===== src/hw/rtl/stwc_pkg.sv =====
// Package of the scrolling text window controller.
// Holds the sizes, codes and item types shared by its modules but the RAM.
package stwc_pkg;

    localparam int LINE_BYTES  = 32;
    localparam int DIGITS      = 4;
    localparam int IDX_W       = $clog2(LINE_BYTES);
    localparam int OFF_W       = IDX_W + 1;
    localparam int DIG_W       = $clog2(DIGITS);
    localparam int RAM_DEPTH   = 2 * LINE_BYTES;
    localparam int RAM_AW      = $clog2(RAM_DEPTH);
    localparam int QUEUE_DEPTH = 2;
    localparam int QPTR_W      = $clog2(QUEUE_DEPTH);
    localparam int QCNT_W      = $clog2(QUEUE_DEPTH + 1);

    localparam logic       OP_CHAR    = 1'b0;
    localparam logic       OP_TICK    = 1'b1;
    localparam logic [7:0] BYTE_NL    = 8'h0A;
    localparam logic [7:0] BYTE_NUL   = 8'h00;
    localparam logic [7:0] SPACE_CODE = 8'h20;

    localparam logic signed [OFF_W-1:0] HOLD_OFFSET = OFF_W'(-4);

    typedef struct packed {
        logic       opcode;
        logic [7:0] char_byte;
    } t_in_item;

    typedef struct packed {
        logic [7:0]       char_code;
        logic [DIG_W-1:0] digit_position;
        logic             last_of_frame;
    } t_out_item;

    typedef struct packed {
        logic             bank;
        logic [IDX_W-1:0] start;
        logic [IDX_W-1:0] len;
    } t_frame_cmd;

    typedef struct packed {
        logic              en;
        logic [RAM_AW-1:0] addr;
        logic [7:0]        data;
    } t_ram_wr;

endpackage


===== src/hw/rtl/stwc_ram.sv =====
// Generic simple dual-port RAM with one write port and a registered read port.
// Stand-alone; used for the line and text banks.
module stwc_ram #(
    parameter int WIDTH = 8,
    parameter int DEPTH = 64
) (
    input  logic                     i_clk,
    input  logic                     i_wr_en,
    input  logic [$clog2(DEPTH)-1:0] i_wr_addr,
    input  logic [WIDTH-1:0]         i_wr_data,
    input  logic                     i_rd_en,
    input  logic [$clog2(DEPTH)-1:0] i_rd_addr,
    output logic [WIDTH-1:0]         o_rd_data
);

    logic [WIDTH-1:0] r_mem [DEPTH];
    logic [WIDTH-1:0] r_rd_data;

    always_ff @(posedge i_clk) begin
        if (i_wr_en) begin
            r_mem[i_wr_addr] <= i_wr_data;
        end
        if (i_rd_en) begin
            r_rd_data <= r_mem[i_rd_addr];
        end
    end

    assign o_rd_data = r_rd_data;

endmodule


===== src/hw/rtl/stwc_cmd_queue.sv =====
// Short queue of frame commands between the front and the back part.
// Depends on stwc_pkg for the command type and depth.
module stwc_cmd_queue
    import stwc_pkg::*;
(
    input  logic       i_clk,
    input  logic       i_rst_n,
    input  logic       i_push,
    input  t_frame_cmd i_cmd,
    output logic       o_full,
    input  logic       i_pop,
    output logic       o_valid,
    output t_frame_cmd o_cmd
);

    t_frame_cmd        r_mem [QUEUE_DEPTH];
    logic [QPTR_W-1:0] r_wp;
    logic [QPTR_W-1:0] r_rp;
    logic [QCNT_W-1:0] r_count;
    logic [QCNT_W-1:0] n_count;

    assign o_full  = (r_count == QCNT_W'(QUEUE_DEPTH));
    assign o_valid = (r_count != '0);
    assign o_cmd   = r_mem[r_rp];

    always_comb begin
        n_count = r_count;
        if (i_push && !i_pop) begin
            n_count = r_count + 1'b1;
        end else if (i_pop && !i_push) begin
            n_count = r_count - 1'b1;
        end
    end

    always_ff @(posedge i_clk) begin
        if (i_push) begin
            r_mem[r_wp] <= i_cmd;
        end
        if (!i_rst_n) begin
            r_wp    <= '0;
            r_rp    <= '0;
            r_count <= '0;
        end else begin
            if (i_push) begin
                r_wp <= r_wp + 1'b1;
            end
            if (i_pop) begin
                r_rp <= r_rp + 1'b1;
            end
            r_count <= n_count;
        end
    end

`ifndef NO_ASSERTIONS
    a_no_overflow: assert property (@(posedge i_clk) disable iff (!i_rst_n)
        i_push |-> (!o_full || i_pop))
        else $error("Command pushed into a full queue.");

    a_no_underflow: assert property (@(posedge i_clk) disable iff (!i_rst_n)
        i_pop |-> o_valid)
        else $error("Command popped from an empty queue.");

    a_count_range: assert property (@(posedge i_clk) disable iff (!i_rst_n)
        r_count <= QCNT_W'(QUEUE_DEPTH))
        else $error("Queue count out of range.");
`endif

endmodule


===== src/hw/rtl/stwc_front.sv =====
// Front part: accepts items, gathers bytes into the line bank, swaps banks on
// a latch, steps the scroll offset and queues frame commands. Uses stwc_pkg.
module stwc_front
    import stwc_pkg::*;
(
    input  logic       i_clk,
    input  logic       i_rst_n,
    input  logic       i_in_valid,
    output logic       o_in_ready,
    input  t_in_item   i_in_data,
    input  logic       i_queue_full,
    input  logic       i_drained,
    output logic       o_push,
    output t_frame_cmd o_cmd,
    output t_ram_wr    o_wr
);

    logic [IDX_W-1:0]        r_fill;
    logic [IDX_W-1:0]        r_len;
    logic signed [OFF_W-1:0] r_off;
    logic                    r_bank;

    logic                    accept;
    logic                    is_char;
    logic                    ends;
    logic                    latch;
    logic                    tick_go;
    logic [IDX_W-1:0]        fill_base;
    logic [IDX_W-1:0]        n_fill;
    logic [IDX_W-1:0]        n_len;
    logic signed [OFF_W-1:0] n_off;
    logic                    n_bank;
    logic signed [OFF_W-1:0] len_s;
    logic signed [OFF_W-1:0] n_len_s;
    logic signed [OFF_W-1:0] lim_s;
    logic signed [OFF_W-1:0] start_s;

    assign is_char = (i_in_data.opcode == OP_CHAR);
    assign ends    = (i_in_data.char_byte == BYTE_NL) || (i_in_data.char_byte == BYTE_NUL);
    assign latch   = is_char && (((r_fill != '0) && ends)
                                 || (r_fill >= IDX_W'(LINE_BYTES - 1)));
    assign tick_go = !is_char && (r_len > IDX_W'(DIGITS));

    assign o_in_ready = !i_queue_full && (!latch || i_drained);
    assign accept     = i_in_valid && o_in_ready;

    assign len_s = signed'({1'b0, r_len});

    always_comb begin
        fill_base = latch ? '0 : r_fill;
        n_fill    = ends ? fill_base : fill_base + 1'b1;
        n_len     = latch ? r_fill : r_len;
        n_bank    = latch ? ~r_bank : r_bank;
        if (latch) begin
            n_off = HOLD_OFFSET;
        end else if ((r_off < 0) || (r_off < len_s - OFF_W'(DIGITS / 2))) begin
            n_off = r_off + 1'b1;
        end else begin
            n_off = HOLD_OFFSET;
        end
        n_len_s = signed'({1'b0, n_len});
        lim_s   = n_len_s - OFF_W'(DIGITS);
        if (n_off < 0) begin
            start_s = '0;
        end else if (n_off < lim_s) begin
            start_s = n_off;
        end else begin
            start_s = lim_s;
        end
        if (start_s < 0) begin
            start_s = '0;
        end
    end

    assign o_push      = accept && (latch || tick_go);
    assign o_cmd.bank  = n_bank;
    assign o_cmd.start = start_s[IDX_W-1:0];
    assign o_cmd.len   = n_len;

    assign o_wr.en   = accept && is_char && !ends;
    assign o_wr.addr = {~n_bank, fill_base};
    assign o_wr.data = i_in_data.char_byte;

    always_ff @(posedge i_clk) begin
        if (!i_rst_n) begin
            r_fill <= '0;
            r_len  <= '0;
            r_off  <= '0;
            r_bank <= 1'b0;
        end else if (accept) begin
            if (is_char) begin
                r_fill <= n_fill;
                r_len  <= n_len;
                r_bank <= n_bank;
                if (latch) begin
                    r_off <= n_off;
                end
            end else if (tick_go) begin
                r_off <= n_off;
            end
        end
    end

`ifndef NO_ASSERTIONS
    a_latch_drained: assert property (@(posedge i_clk) disable iff (!i_rst_n)
        (accept && latch) |-> i_drained)
        else $error("Bank swapped while frames of the old text were pending.");
`endif

endmodule


===== src/hw/rtl/stwc_back.sv =====
// Back part: reads one character per cycle from the text bank for each queued
// frame unless stalled; an output register presents them. Uses stwc_pkg.
module stwc_back
    import stwc_pkg::*;
(
    input  logic              i_clk,
    input  logic              i_rst_n,
    input  logic              i_cmd_valid,
    input  t_frame_cmd        i_cmd,
    output logic              o_pop,
    output logic              o_busy,
    output logic              o_rd_en,
    output logic [RAM_AW-1:0] o_rd_addr,
    input  logic [7:0]        i_rd_data,
    input  logic              i_rotate,
    output logic              o_out_valid,
    input  logic              i_out_ready,
    output t_out_item         o_out_data
);

    t_frame_cmd       r_cmd;
    logic             r_active;
    logic [DIG_W-1:0] r_idx;
    logic             r_b_v;
    logic             r_b_space;
    logic [DIG_W-1:0] r_b_idx;
    logic             r_out_v;
    t_out_item        r_out;

    logic             out_adv;
    logic             b_moves;
    logic             issue;
    logic             last_issue;
    logic             load;
    logic [IDX_W:0]   pos;

    assign out_adv    = !r_out_v || i_out_ready;
    assign b_moves    = r_b_v && out_adv;
    assign issue      = r_active && (!r_b_v || b_moves);
    assign last_issue = issue && (r_idx == DIG_W'(DIGITS - 1));
    assign load       = i_cmd_valid && (!r_active || last_issue);

    assign pos       = {1'b0, r_cmd.start} + (IDX_W + 1)'(r_idx);
    assign o_rd_en   = issue;
    assign o_rd_addr = {r_cmd.bank, pos[IDX_W-1:0]};
    assign o_pop     = load;
    assign o_busy    = r_active;

    always_ff @(posedge i_clk) begin
        if (load) begin
            r_cmd <= i_cmd;
        end
        if (issue) begin
            r_b_space <= (pos >= {1'b0, r_cmd.len});
            r_b_idx   <= r_idx;
        end
        if (b_moves) begin
            r_out.char_code      <= r_b_space ? SPACE_CODE : i_rd_data;
            r_out.digit_position <= i_rotate ? DIG_W'(DIGITS - 1) - r_b_idx : r_b_idx;
            r_out.last_of_frame  <= (r_b_idx == DIG_W'(DIGITS - 1));
        end
        if (!i_rst_n) begin
            r_active <= 1'b0;
            r_idx    <= '0;
            r_b_v    <= 1'b0;
            r_out_v  <= 1'b0;
        end else begin
            if (load) begin
                r_active <= 1'b1;
                r_idx    <= '0;
            end else if (last_issue) begin
                r_active <= 1'b0;
            end else if (issue) begin
                r_idx <= r_idx + 1'b1;
            end
            if (issue) begin
                r_b_v <= 1'b1;
            end else if (b_moves) begin
                r_b_v <= 1'b0;
            end
            if (out_adv) begin
                r_out_v <= r_b_v;
            end
        end
    end

    assign o_out_valid = r_out_v;
    assign o_out_data  = r_out;

endmodule


===== src/hw/rtl/scrolling_text_window_controller_unit.sv =====
// Scrolling text window controller for a four-digit character display.
// Written bytes and scroll ticks enter on the input channel; each frame leaves
// as four character items on the output channel, the last one flagged.
// The rotate register is written on a separate channel that is always ready.
// The first character of a frame passes the command queue, the reader's
// command register, the memory's read register and the output register; the
// other three follow one per cycle while the receiver does not stall, as the
// single read port of the text memory gives one character per cycle.
// Ticks and ordinary bytes are taken back to back while earlier frames drain.
// A byte that ends a line or meets a full line is held off until every queued
// frame has been read, since the line and text banks then swap.
// When the receiver stalls, the output register holds its character, the
// reader pauses, and the two-entry command queue fills before input stalls.
// Reset clears the line, the text length, the scroll offset and the rotate
// register; no frame is pending afterwards and no clearing pass is needed.
module scrolling_text_window_controller_unit
    import stwc_pkg::*;
(
    input  logic      i_clk,
    input  logic      i_rst_n,
    input  logic      i_in_valid,
    output logic      o_in_ready,
    input  t_in_item  i_in_data,
    output logic      o_out_valid,
    input  logic      i_out_ready,
    output t_out_item o_out_data,
    input  logic      i_cfg_valid,
    output logic      o_cfg_ready,
    input  logic      i_cfg_data
);

    logic              r_rotate;
    logic              q_full;
    logic              q_valid;
    logic              push;
    logic              pop;
    logic              back_busy;
    logic              drained;
    t_frame_cmd        push_cmd;
    t_frame_cmd        head_cmd;
    t_ram_wr           wr;
    logic              rd_en;
    logic [RAM_AW-1:0] rd_addr;
    logic [7:0]        rd_data;

    assign o_cfg_ready = 1'b1;
    assign drained     = !q_valid && !back_busy;

    always_ff @(posedge i_clk) begin
        if (!i_rst_n) begin
            r_rotate <= 1'b0;
        end else if (i_cfg_valid && o_cfg_ready) begin
            r_rotate <= i_cfg_data;
        end
    end

    stwc_front u_front (
        .i_clk        (i_clk),
        .i_rst_n      (i_rst_n),
        .i_in_valid   (i_in_valid),
        .o_in_ready   (o_in_ready),
        .i_in_data    (i_in_data),
        .i_queue_full (q_full),
        .i_drained    (drained),
        .o_push       (push),
        .o_cmd        (push_cmd),
        .o_wr         (wr)
    );

    stwc_cmd_queue u_queue (
        .i_clk   (i_clk),
        .i_rst_n (i_rst_n),
        .i_push  (push),
        .i_cmd   (push_cmd),
        .o_full  (q_full),
        .i_pop   (pop),
        .o_valid (q_valid),
        .o_cmd   (head_cmd)
    );

    stwc_ram #(
        .WIDTH (8),
        .DEPTH (RAM_DEPTH)
    ) u_ram (
        .i_clk     (i_clk),
        .i_wr_en   (wr.en),
        .i_wr_addr (wr.addr),
        .i_wr_data (wr.data),
        .i_rd_en   (rd_en),
        .i_rd_addr (rd_addr),
        .o_rd_data (rd_data)
    );

    stwc_back u_back (
        .i_clk       (i_clk),
        .i_rst_n     (i_rst_n),
        .i_cmd_valid (q_valid),
        .i_cmd       (head_cmd),
        .o_pop       (pop),
        .o_busy      (back_busy),
        .o_rd_en     (rd_en),
        .o_rd_addr   (rd_addr),
        .i_rd_data   (rd_data),
        .i_rotate    (r_rotate),
        .o_out_valid (o_out_valid),
        .i_out_ready (i_out_ready),
        .o_out_data  (o_out_data)
    );

endmodule


===== config.mk =====
export PLATFORM = sky130hd
export DESIGN_NAME = scrolling_text_window_controller_unit
export DESIGN_NICKNAME = d
export VERILOG_FILES = /design/src/hw/rtl/stwc_pkg.sv /design/src/hw/rtl/stwc_ram.sv /design/src/hw/rtl/stwc_cmd_queue.sv /design/src/hw/rtl/stwc_front.sv /design/src/hw/rtl/stwc_back.sv /design/src/hw/rtl/scrolling_text_window_controller_unit.sv
export SDC_FILE = /design/constraint.sdc
export NUM_CORES = 1
export LEC_CHECK = 0
export ABC_CLOCK_PERIOD_IN_PS = 8100
export BUFFER_PORTS_ARGS = -buffer_cell sky130_fd_sc_hd__buf_2
export CAP_MARGIN = 20
export CORE_ASPECT_RATIO = 1.4
export CORE_MARGIN = 8
export CORE_UTILIZATION = 45
export DETAILED_ROUTE_END_ITERATION = 10
export GPL_TIMING_DRIVEN = 0
export SLEW_MARGIN = 10
export SYNTH_ARGS = -nofsm -noshare
export SYNTH_HDL_FRONTEND = slang
export SYNTH_SLANG_ARGS = --single-unit

===== constraint.sdc =====
create_clock -name i_clk -period 8.1 [get_ports i_clk]
set_input_delay 0.405 -clock i_clk [delete_from_list [all_inputs] [get_ports i_clk]]
set_output_delay 0.405 -clock i_clk [all_outputs]
set_load 0.01 [all_outputs]

==> metrics, run 1 <==
Post-Synth XOR/XNOR Area=0.006435; core area=0.05383 sq mm; CTS hold repair buffers=0; crit path max fanout=35; Highest Clock Rate=between 0.2 and 0.25 GHz; switching pwr=roughly 2.6 mW; number of cells on the critical path=16; row count=101; Internal Power=roughly 5.9 mW; Switching Fraction=0.3012; clk root buf=clkbuf_16; Worst Max-Slew Pin Slew=about 1 ns; Boundary Pins=29; Worst setup SP type=input port; Synth Area in Adders=0.01266; Worst Path Required=between 8 and 9 ns; Largest delay share family, worst path=compound AO/OA/AOI/OAI gates; synthesized area=approximately 0.024 sq mm; Slew headroom=0.3301; antenna cell count=0; crit-path max cell delay=roughly 0.63 ns; Max clock buf depth=3; minimum clock period=between 4 and 5 ns; cts bufs inserted=54; CTS resizes=0; top post-synthesis cells by area=edfxtp_1, mux4_2, dfxtp_1; top cell type's share of synthesized area=0.7005; initial antenna violation count=0; most common cell after layout, fill and taps aside=edfxtp_1; largest family of logic cells by synthesized area=multiplexers; Peak VDD IR=0.1633 mV; worst hold path stage count=3; Avg WL per Cell=approximately 25 um; CTS tree=built; fill count=4,463; Setup TNS Final=0 ns; Remaining Overflow, GRT=0; Detail Route Antenna Nets=0; reg2reg path depth=16; Port-buffer cells=27; Placer Congestion=approximately 0.89; register bit total from synthesis=approximately 600; RSZ-0062 raised after global routing=false; Slew Viols, Final=0; Total Die Area=about 0.062 sq mm; Initial DRC Count=958; slowest stage cell, crit path=a2111oi_0; Final nets=about 1,500; gr usage total=0.1785; final hold violation count=0; first-pass GRT wire length=a little over 80,000 um; Sink Count=594; Critical Path Sink Type=flip-flop; CP Cell Sequence=buf_2 -> buf_12 -> or4_4 -> or3_4 -> buf_6 -> o21ai_0 -> a22o_2 -> inv_1 -> ha_1 -> ha_1 -> a21o_1 -> a2111oi_0 -> o311a_1 -> a31oi_4 -> or3b_1 -> a21oi_1; Synth cell types=79; HP Class=in2reg; Async S/R FF share, synth=0; Area growth, synth to finish=12.06%; Static Leak=between 8 and 9 nW; mux share of post-synthesis cell area=0.1373; Tcrit/Tclk final=0.6110; Setup Fix Bufs, Post-CTS=0; dpl cells=around 2,100; worst-skew pair later-pin latency=roughly 0.6 ns; Avg Cell Area, Syn=between 15 and 20 sq um; Worst Path Arrival=between 5 and 6 ns; Final WS setup=3.151 ns; max_cap viols=0; CTS clock-pin slew for the worst setup and hold paths=0.06 ns; sequential fraction of the synthesis area=0.7228; layout cell share with drive strength beyond 1=0.2108; Die H=about 290 um; total power=~8.5 mW; Synth Area in Simple Gates=0.06445; ys flop type=edfxtp_1; Starting Density=0.4515; Post-Route Utilization=0.5059; H-tree levels=2; Final Skew=0.01699 ns; Buf/Inv on CP=4; most frequent cells in the layout=edfxtp_1, mux4_2, nand2_1, nor2_1, clkbuf_16; Comb pwr share=0.297; Die W=212.4 um; status=finished clean; router iterations before antenna repair=5; # DRC=0; Gate Count Post-Synth=about 1,300; pin count of the biggest net entering global routing=66; most frequent CP cell=ha_1; final non-filler cell total=between 2,000 and 2,500; vias in the first global route=12,840; aggregate routed wire length=roughly 55,000 um; clock power share=0.291; DP Wirelength=36,660 um; Synth Warn #=0; Pwr Density=~310 mW/mm^2; Sequential Power Share=0.413; Vias per Instance=5.600; number of flops mapped to enable cells by yosys=approximately 570; critical path class=in2reg; Setup Viol. Count Final=0; vias=between 10,000 and 15,000; Compound-Gate Fraction of Synth Area=0.03907; area leader, netlist=edfxtp_1; dpl ws=2.383 ns
[cells by family (layout without fill, tap and decap cells)]
family                     after synthesis  after routing
AOI/OAI and AO/OA                      121            121
muxes                                  171            171
DFF                                    594            594
xor gates and xnor gates                17             17
and+or+nand+nor                        314            314
other                                    2             17
adders and majority gates               24             24
buffers and inverters                   93            227
[per-stage QoR]
step,hold slack (ns),cell area (sq um)
floorplan,0.4768,24360
global placement,0.4896,25400
detailed placement,0.4994,25500
CTS,0.07289,27180
global route,0.1019,27230
finish,0.09249,27230
[state kept, by name, summed over array words and instances (netlist names), 2 cells and up]
register           count
u_back.r_idx           2
u_back.r_b_idx         2
u_ram.r_mem          512
u_front.r_len          5
u_back.r_cmd          10
u_queue.r_mem         22
u_back.o_out_data     11
u_front.r_fill         5
u_ram.o_rd_data        8
u_queue.r_count        2
u_front.r_off          6
[worst min-delay path: cells and delay by family]
family	cells	cell delay (ns)
simple gates	1	0.10
buf+inv	1	0.07
mux	1	0.06
[power by group through the flow]
stage	clock (mW)	combinational, mW	sequential (mW)
finish	2.47	2.52	3.51
global route	2.62	2.70	3.52
CTS	2.51	2.57	3.51
detailed placement	0	2.57	3.58
global placement	0	2.54	3.58
floorplan	0	1.72	3.57
[area by class of cell]
| type | count | area [sq um] | share of cell area |
|---|---|---|---|
| Multi-Input combinational cell | 664 | 6382 | 0.2343 |
| Inverter | 23 | 91.34 | 0.003354 |
| Sequential cell | 594 | 17570 | 0.6450 |
| Tap cell | 721 | 902.1 | 0.03312 |
| Clock inverter | 35 | 276.5 | 0.01015 |
| Buffer | 70 | 320.3 | 0.01176 |
| Timing Repair Buffer | 35 | 285.3 | 0.01047 |
| Clock buffer | 64 | 1410 | 0.05178 |
[cells in the mapped netlist, drive strengths merged (3+ instances only)]
cell type  count
edfxtp       567
mux4         128
nand2        110
nor2          83
buf           40
clkbuf        30
dfxtp         27
and3          24
ha            23
mux2i         23
inv           21
nor2b         21
mux2          20
a21oi         18
and2          18
a31oi         17
o21ai         14
nand3         12
a211oi        11
o32ai          9
xnor2          9
a221o          8
nand2b         8
xor2           8
a21o           7
nand4          6
or2            5
or3            5
a21boi         4
nand3b         4
nor3           4
nor4           4
o21a           4
nand4b         3
nor3b          3
o211ai         3
o221a          3
o31ai          3
[worst paths after layout]
kind	startpoint	endpoint	slack, ns
min reg2reg	u_ram.o_rd_data[5]$_DFFE_PP_	u_back.o_out_data[8]$_SDFFCE_PP1P_	0.51
max	i_in_data[7]	u_queue.r_mem[1][5]$_DFFE_PP_	3.15
min	i_cfg_data	r_rotate$_SDFFE_PN0P_	0.09
max reg2reg	u_front.r_len[1]$_SDFFE_PN0P_	u_queue.r_mem[1][5]$_DFFE_PP_	3.37
[routing by layer]
layer | wire, um | track usage
met1 | 21180 | 0.2184
met2 | 29210 | 0.3178
met3 | 2393 | 0.02282
met4 | 1914 | 0.06695
met5 | 0 | 0
Note: power is estimated with default switching activity, not from simulation.
==> run 2: changes to the inputs <==
Settings changed: ABC_AREA set to 1, ABC_CLOCK_PERIOD_IN_PS 8100 to 4500.
Clock period 8.1 ns to 4.5 ns, I/O delays scaled along.
==> metrics, run 2 <==
register bit total from synthesis=594 (unchanged); Pwr Density=658.0 mW/mm^2 (+110%); Area growth, synth to finish=12.20%; Port-buffer cells=26 (-3.7%); Synth Area in Adders=0.01262 (-0.00004806); Placer Congestion=0.9483 (+6.2%); Detail Route Antenna Nets=0 (unchanged); vias in the first global route=15,340 (+19%); initial antenna violation count=0 (unchanged); Reg with most FFs=u_ram.r_mem; Max clock buf depth=3 (unchanged); aggregate routed wire length=68,180 um (+25%); status=finished clean; Vias per Instance=5.727 (+2.3%); RSZ-0062 raised after global routing=false; row count=101 (unchanged); clk root buf=clkbuf_16; Slew Viols, Final=0 (unchanged); WL met2=34,890 um (+19%); Setup TNS Final=0 ns (unchanged); Die H=291.5 um (+0.18%); fill count=4,639 (+3.9%); metal3 WL=3547 um (+48%); Synth Warn #=0 (unchanged); Remaining Overflow, GRT=0 (unchanged); core area=0.05396 sq mm (+0.23%); cts bufs inserted=55 (+1.9%); ys flop type=edfxtp_1; vias=15,470 (+25%); reg2reg path depth=10 (-6); most common cell after layout, fill and taps aside=edfxtp_1; number of flops mapped to enable cells by yosys=567 (unchanged); HP Class=in2reg; H-tree levels=2 (unchanged); Setup Viol. Count Final=0 (unchanged); final hold violation count=0 (unchanged); mux share of post-synthesis cell area=0.02626 (-0.1111); Worst Max-Slew Pin Slew=1.047 ns (+0.04582 ns); Critical path origin=u_back.r_idx[0]$_SDFFE_PP0P_; Critical Path Sink Type=flip-flop; Post-Synth XOR/XNOR Area=0.004667 (-0.001768); Peak VDD IR=0.3049 mV (+87%); Synth Area in Simple Gates=0.09842 (+0.03396); most frequent CP cell=clkbuf_1; crit-path max cell delay=0.67 ns (+0.04 ns); Synth cell types=46 (-42%); Worst Path Required=4.82 ns (-3.69 ns); worst setup path end=u_ram.o_rd_data[7]$_DFFE_PP_; crit path max fanout=10 (-71%); Slew headroom=0.2997 (-0.03045); Setup Fix Bufs, Post-CTS=0 (unchanged); CTS clock-pin slew for the worst setup and hold paths=0.06 ns (about the same); most frequent cells in the layout=edfxtp_1, nor2_1, o21ai_0, nand2_1, clkbuf_1; pin count of the biggest net entering global routing=67 (+1.5%); first-pass GRT wire length=100,300 um (+23%); Final Skew=0.01937 ns (+0.002384 ns); top post-synthesis cells by area=edfxtp_1, nor2_1, o21ai_0; register area=0.01757 sq mm (unchanged); Avg WL per Cell=25.24 um (+1.8%); Post-Route M1 WL=25,830 um (+22%); reg-to-reg slack, setup=0.16 ns (-3.21 ns); Worst Path Arrival=4.66 ns (-0.70 ns); Highest Clock Rate=~0.23 GHz; Top Layer Used=met4; critical path class=reg2reg; Post-Route Utilization=0.5073 (+0.001389); Tcrit/Tclk final=0.9648; Worst setup SP type=flip-flop; DP Wirelength=46,600 um (+27%); Boundary Pins=29 (unchanged); Multi-input gate area=0.006162 sq mm (-3.5%); CTS tree=built; worst-skew pair later-pin latency=0.60 ns (about the same); Initial DRC Count=1,330 (+39%); CP Cell Sequence=ha_1 -> fa_1 -> clkbuf_1 -> clkbuf_1 -> clkbuf_1 -> o221ai_1 -> o211ai_1 -> nand3_1 -> nand3_1 -> nand2_1; area leader, netlist=edfxtp_1; largest family of logic cells by synthesized area=compound AO/OA/AOI/OAI gates; Largest register FFs=512 (unchanged); Async S/R FF share, synth=0 (unchanged); sequential fraction of the synthesis area=0.7200 (-0.002743); gr usage total=0.2188 (+0.04032); slowest stage cell, crit path=fa_1; top cell type's share of synthesized area=0.6979 (-0.002659); minimum clock period=4.342 ns; antenna cell count=0 (unchanged); Die W=212.8 um (+0.18%); Static Leak=9.136 nW (+3.2%); router iterations before antenna repair=5 (unchanged); Total Die Area=0.06203 sq mm (+0.36%); Starting Density=0.4521 (+0.0006586); # DRC=0 (unchanged); Final nets=1,975 (+33%); Compound-Gate Fraction of Synth Area=0.1079 (+0.06878); reg2reg end=u_ram.o_rd_data[7]$_DFFE_PP_; Synth top cells by count=edfxtp_1, nor2_1, o21ai_0; Gate Count Post-Synth=1,831 (+37%); layout cell share with drive strength beyond 1=0.08586 (-0.1249); most frequent cell after synthesis=edfxtp_1; synthesized area=0.02440 sq mm (+0.38%); Sink Count=594 (unchanged); Avg Cell Area, Syn=13.32 sq um (-27%); total power=18.01 mW (+110%); max_cap viols=0 (unchanged); r2r startpoint=u_back.r_idx[0]$_SDFFE_PP0P_
## run 2: cell types whose count changed in the layout (fill, tap and decap cells not counted), sizes merged, moves of 53 or more
cell,change
nand3,+59
o21ai,+142
o221ai,+64
o211ai,+62
clkbuf,+53
o32ai,+55
nor2,+284
mux4,-128
## run 2: cell families after synthesis
| family | after synthesis |
|---|---|
| AO/OA/AOI/OAI | 390 |
| multiplexers | 64 |
| flip-flops | 594 |
| XOR/XNOR | 13 |
| buffers and inverters | 182 |
| adder cells (fa/ha/maj) | 24 |
| other | 2 |
| AND/OR/NAND/NOR | 562 |
## run 2: how the worst min path moves through the flow
stage	start	to	depth (start not counted)
global route	i_in_data[2]	u_ram.r_mem[1][2]$_DFFE_PP_	1
finish	i_in_data[2]	u_ram.r_mem[5][2]$_DFFE_PP_	1
detailed placement	i_cfg_valid	r_rotate$_SDFFE_PN0P_	2
global placement	i_cfg_valid	r_rotate$_SDFFE_PN0P_	2
floorplan	i_cfg_valid	r_rotate$_SDFFE_PN0P_	1
CTS	i_in_data[2]	u_ram.r_mem[1][2]$_DFFE_PP_	1
## run 2: metal layers
metal	track usage	vias to the layer above
met1	0.2618	7708
met3	0.02433	157
met2	0.3828	554
met5	0	-
met4	0.1150	0
li1	-	7049
## run 2: critical path, delay by kind of cell, from the launching register on
| kind | cells | cell delay, ns |
|---|---|---|
| AND/OR/NAND/NOR | 3 | 0.52 |
| buffers and inverters | 3 | 1.77 |
| flip-flops | 1 | 0.35 |
| AO/OA/AOI/OAI | 2 | 0.50 |
| adder cells (fa/ha/maj) | 2 | 0.91 |
## run 2: cell type report
cell class | count | area share
Timing Repair Buffer | 33 | 0.008959
Multi-Input combinational cell | 1070 | 0.2251
Tap cell | 721 | 0.03296
Inverter | 72 | 0.009873
Buffer | 110 | 0.01673
Sequential cell | 594 | 0.6417
Clock inverter | 30 | 0.01106
Clock buffer | 71 | 0.05357
## run 2: timing repair
item	4_1_cts	5_1_grt
setup endpoints to repair	0	0
hold endpoints to repair	11	0
hold buffers	4	0
gates resized for setup	0	0
## run 2: power breakdown
group	switching [mW]	leakage, nW	internal [mW]	total (mW)
sequential	0.0913	5.35	6.35	6.44
combinational	5.02	2.93	1.92	6.94
clock	2.04	0.862	2.60	4.63
## run 2: metrics by stage
| stage | cell area, sq um | hold slack, ns | setup slack [ns] | cells |
|---|---|---|---|---|
| after floorplan | 24450 | 0.3191 | 1.233 | 1846 |
| after global placement | 25490 | 0.4199 | -0.1496 | 2593 |
| after detailed placement | 25560 | 0.4266 | 0.1204 | 2596 |
| after CTS | 27370 | 0.06666 | 0.1109 | 2701 |
| after global routing | 27370 | 0.07306 | 0.07856 | 2701 |
| final | 27370 | 0.07849 | 0.1582 | 2701 |
==> run 3: changes to the inputs <==
Settings changed: ABC_AREA 1 to not set, ABC_CLOCK_PERIOD_IN_PS 4500 to 5100, SKIP_CTS_REPAIR_TIMING set to 1.
Clock period 4.5 ns to 5.1 ns, I/O delays scaled along.
==> metrics, run 3 (synthesized netlist as in run 1, its figures left out) <==
Tcrit/Tclk final=0.9371; crit path max fanout=35 (+25); Sink Count=594 (unchanged); pin count of the biggest net entering global routing=66 (-1.5%); Remaining Overflow, GRT=0 (unchanged); gr usage total=0.1785 (-0.04032); WL met2=29,250 um (-16%); CTS tree=built; aggregate routed wire length=54,780 um (-20%); H-tree levels=2 (unchanged); Post-Route Utilization=0.5063 (-0.001017); Final nets=1,483 (-25%); Setup TNS Final=0 ns (unchanged); final hold violation count=0 (unchanged); first-pass GRT wire length=81,890 um (-18%); Slew Viols, Final=0 (unchanged); Slew headroom=0.3331 (+0.03347); HP Class=in2reg; antenna cell count=0 (unchanged); Max clock buf depth=3 (unchanged); Reg with most FFs=u_ram.r_mem; initial antenna violation count=0 (unchanged); Post-Route M1 WL=21,330 um (-17%); DP Wirelength=36,660 um (-21%); Initial DRC Count=871 (-35%); # DRC=0 (unchanged); Detail Route Antenna Nets=0 (unchanged); Largest register FFs=512 (unchanged); Port-buffer cells=27 (+3.8%); dpl ws=-0.4667 ns (-0.5871 ns); vias in the first global route=12,840 (-16%); Worst setup SP type=input port; Peak VDD IR=0.2599 mV (-15%); Die W=212.4 um (-0.18%); Avg WL per Cell=24.81 um (-1.7%); Pwr Density=495.9 mW/mm^2 (-25%); Final WS setup=0.3207 ns (+0.1625 ns); router iterations before antenna repair=5 (unchanged); Total Die Area=0.06181 sq mm (-0.36%); Critical Path Sink Type=flip-flop; Starting Density=0.4515 (-0.0006586); Worst Path Required=5.51 ns (+0.69 ns); Worst Path Arrival=5.19 ns (+0.53 ns); Top Layer Used=met4; minimum clock period=~4.8 ns; Final Skew=0.01644 ns (-0.002933 ns); register area=0.01757 sq mm (unchanged); cts bufs inserted=54 (-1.8%); worst-skew pair later-pin latency=0.59 ns (about the same); core area=0.05383 sq mm (-0.23%); RSZ-0062 raised after global routing=false; Area growth, synth to finish=12.14% (about the same); Vias per Instance=5.601 (-2.2%); Boundary Pins=29 (unchanged); max_cap viols=0 (unchanged); reg2reg path depth=16 (+6); row count=101 (unchanged); metal3 WL=2276 um (-36%); Setup Viol. Count Final=0 (unchanged); Die H=291.0 um (-0.18%); Static Leak=8.859 nW (-3.0%); Fin Hold WS=0.01861 ns (-0.05988 ns); Highest Clock Rate=roughly 0.21 GHz; clk root buf=clkbuf_16; worst hold path stage count=4 (+3); CTS clock-pin slew for the worst setup and hold paths=0.06 ns (about the same); Worst Max-Slew Pin Slew=0.9966 ns (-0.05034 ns); fill count=4,462 (-3.8%); vias=12,370 (-20%); Placer Congestion=0.8931 (-5.8%); most frequent cells in the layout=edfxtp_1, mux4_2, nand2_1, nor2_1, clkbuf_16; status=finished clean; most common cell after layout, fill and taps aside=edfxtp_1; critical path class=in2reg; Multi-input gate area=0.006382 sq mm (+3.6%); layout cell share with drive strength beyond 1=0.2105 (+0.1246)
run 3: cell count changes in the layout (fill, tap and decap cells not counted), sizes merged, moves of 52 or more:
cell / previous run / this run
o221ai: 64 / 0
nand3: 71 / 12
o21ai: 156 / 14
nor2: 367 / 83
clkbuf: 147 / 94
o32ai: 64 / 9
inv: 75 / 23
mux4: 0 / 128
o211ai: 65 / 3
run 3: worst paths after layout:
check | slack [ns] | to | from
hold / removal | 0.02 | u_back.r_b_v$_SDFFE_PN0P_ | i_out_ready
hold reg to reg | 0.51 | u_back.o_out_data[8]$_SDFFCE_PP1P_ | u_ram.o_rd_data[5]$_DFFE_PP_
setup / recovery | 0.32 | u_queue.r_mem[1][5]$_DFFE_PP_ | i_in_data[7]
setup reg to reg | 0.36 | u_queue.r_mem[1][5]$_DFFE_PP_ | u_front.r_len[1]$_SDFFE_PN0P_
run 3: layout make-up:
cell class                 instances  share of cell area
inverter                          23            0.003351
multi-input combinational        664              0.2342
timing repair buffer              37             0.01120
clock buffer                      64             0.05174
sequential                       594              0.6445
tap                              721             0.03310
buffer                            70             0.01175
clock inverter                    35             0.01015
run 3: worst max-delay path, stage by stage:
cell	delay [ns]
buf_2	0.29
buf_12	0.26
or4_4	0.58
or3_4	0.45
buf_6	0.16
o21ai_0	0.27
a22o_2	0.28
inv_1	0.06
ha_1	0.32
ha_1	0.33
a21o_1	0.17
a2111oi_0	0.63
o311a_1	0.34
a31oi_4	0.16
or3b_1	0.39
a21oi_1	0.21
run 3: where the power goes:
group / total, mW / switching (mW) / internal, mW / leakage [nW]
clock network: 3.93 / 1.75 / 2.17 / 0.825
logic: 4.01 / 2.26 / 1.75 / 2.68
registers: 5.57 / 0.0646 / 5.51 / 5.35
total: 13.5 / 4.08 / 9.44 / 8.86
run 3: per-stage QoR:
stage	area, sq um	power (mW)	std cells
2_1_floorplan	24360	8.404	1351
3_3_place_gp	25400	9.713	2099
3_5_place_dp	25500	9.757	2104
4_1_cts	27180	13.66	2203
5_1_grt	27250	14.04	2208
6_report	27250	13.52	2208
run 3: metal layers:
layer  up-vias  track usage
li1       5535            -
met1      6413       0.2184
met2       331       0.3178
met3        87      0.02282
met4         0      0.06695
met5         -            0
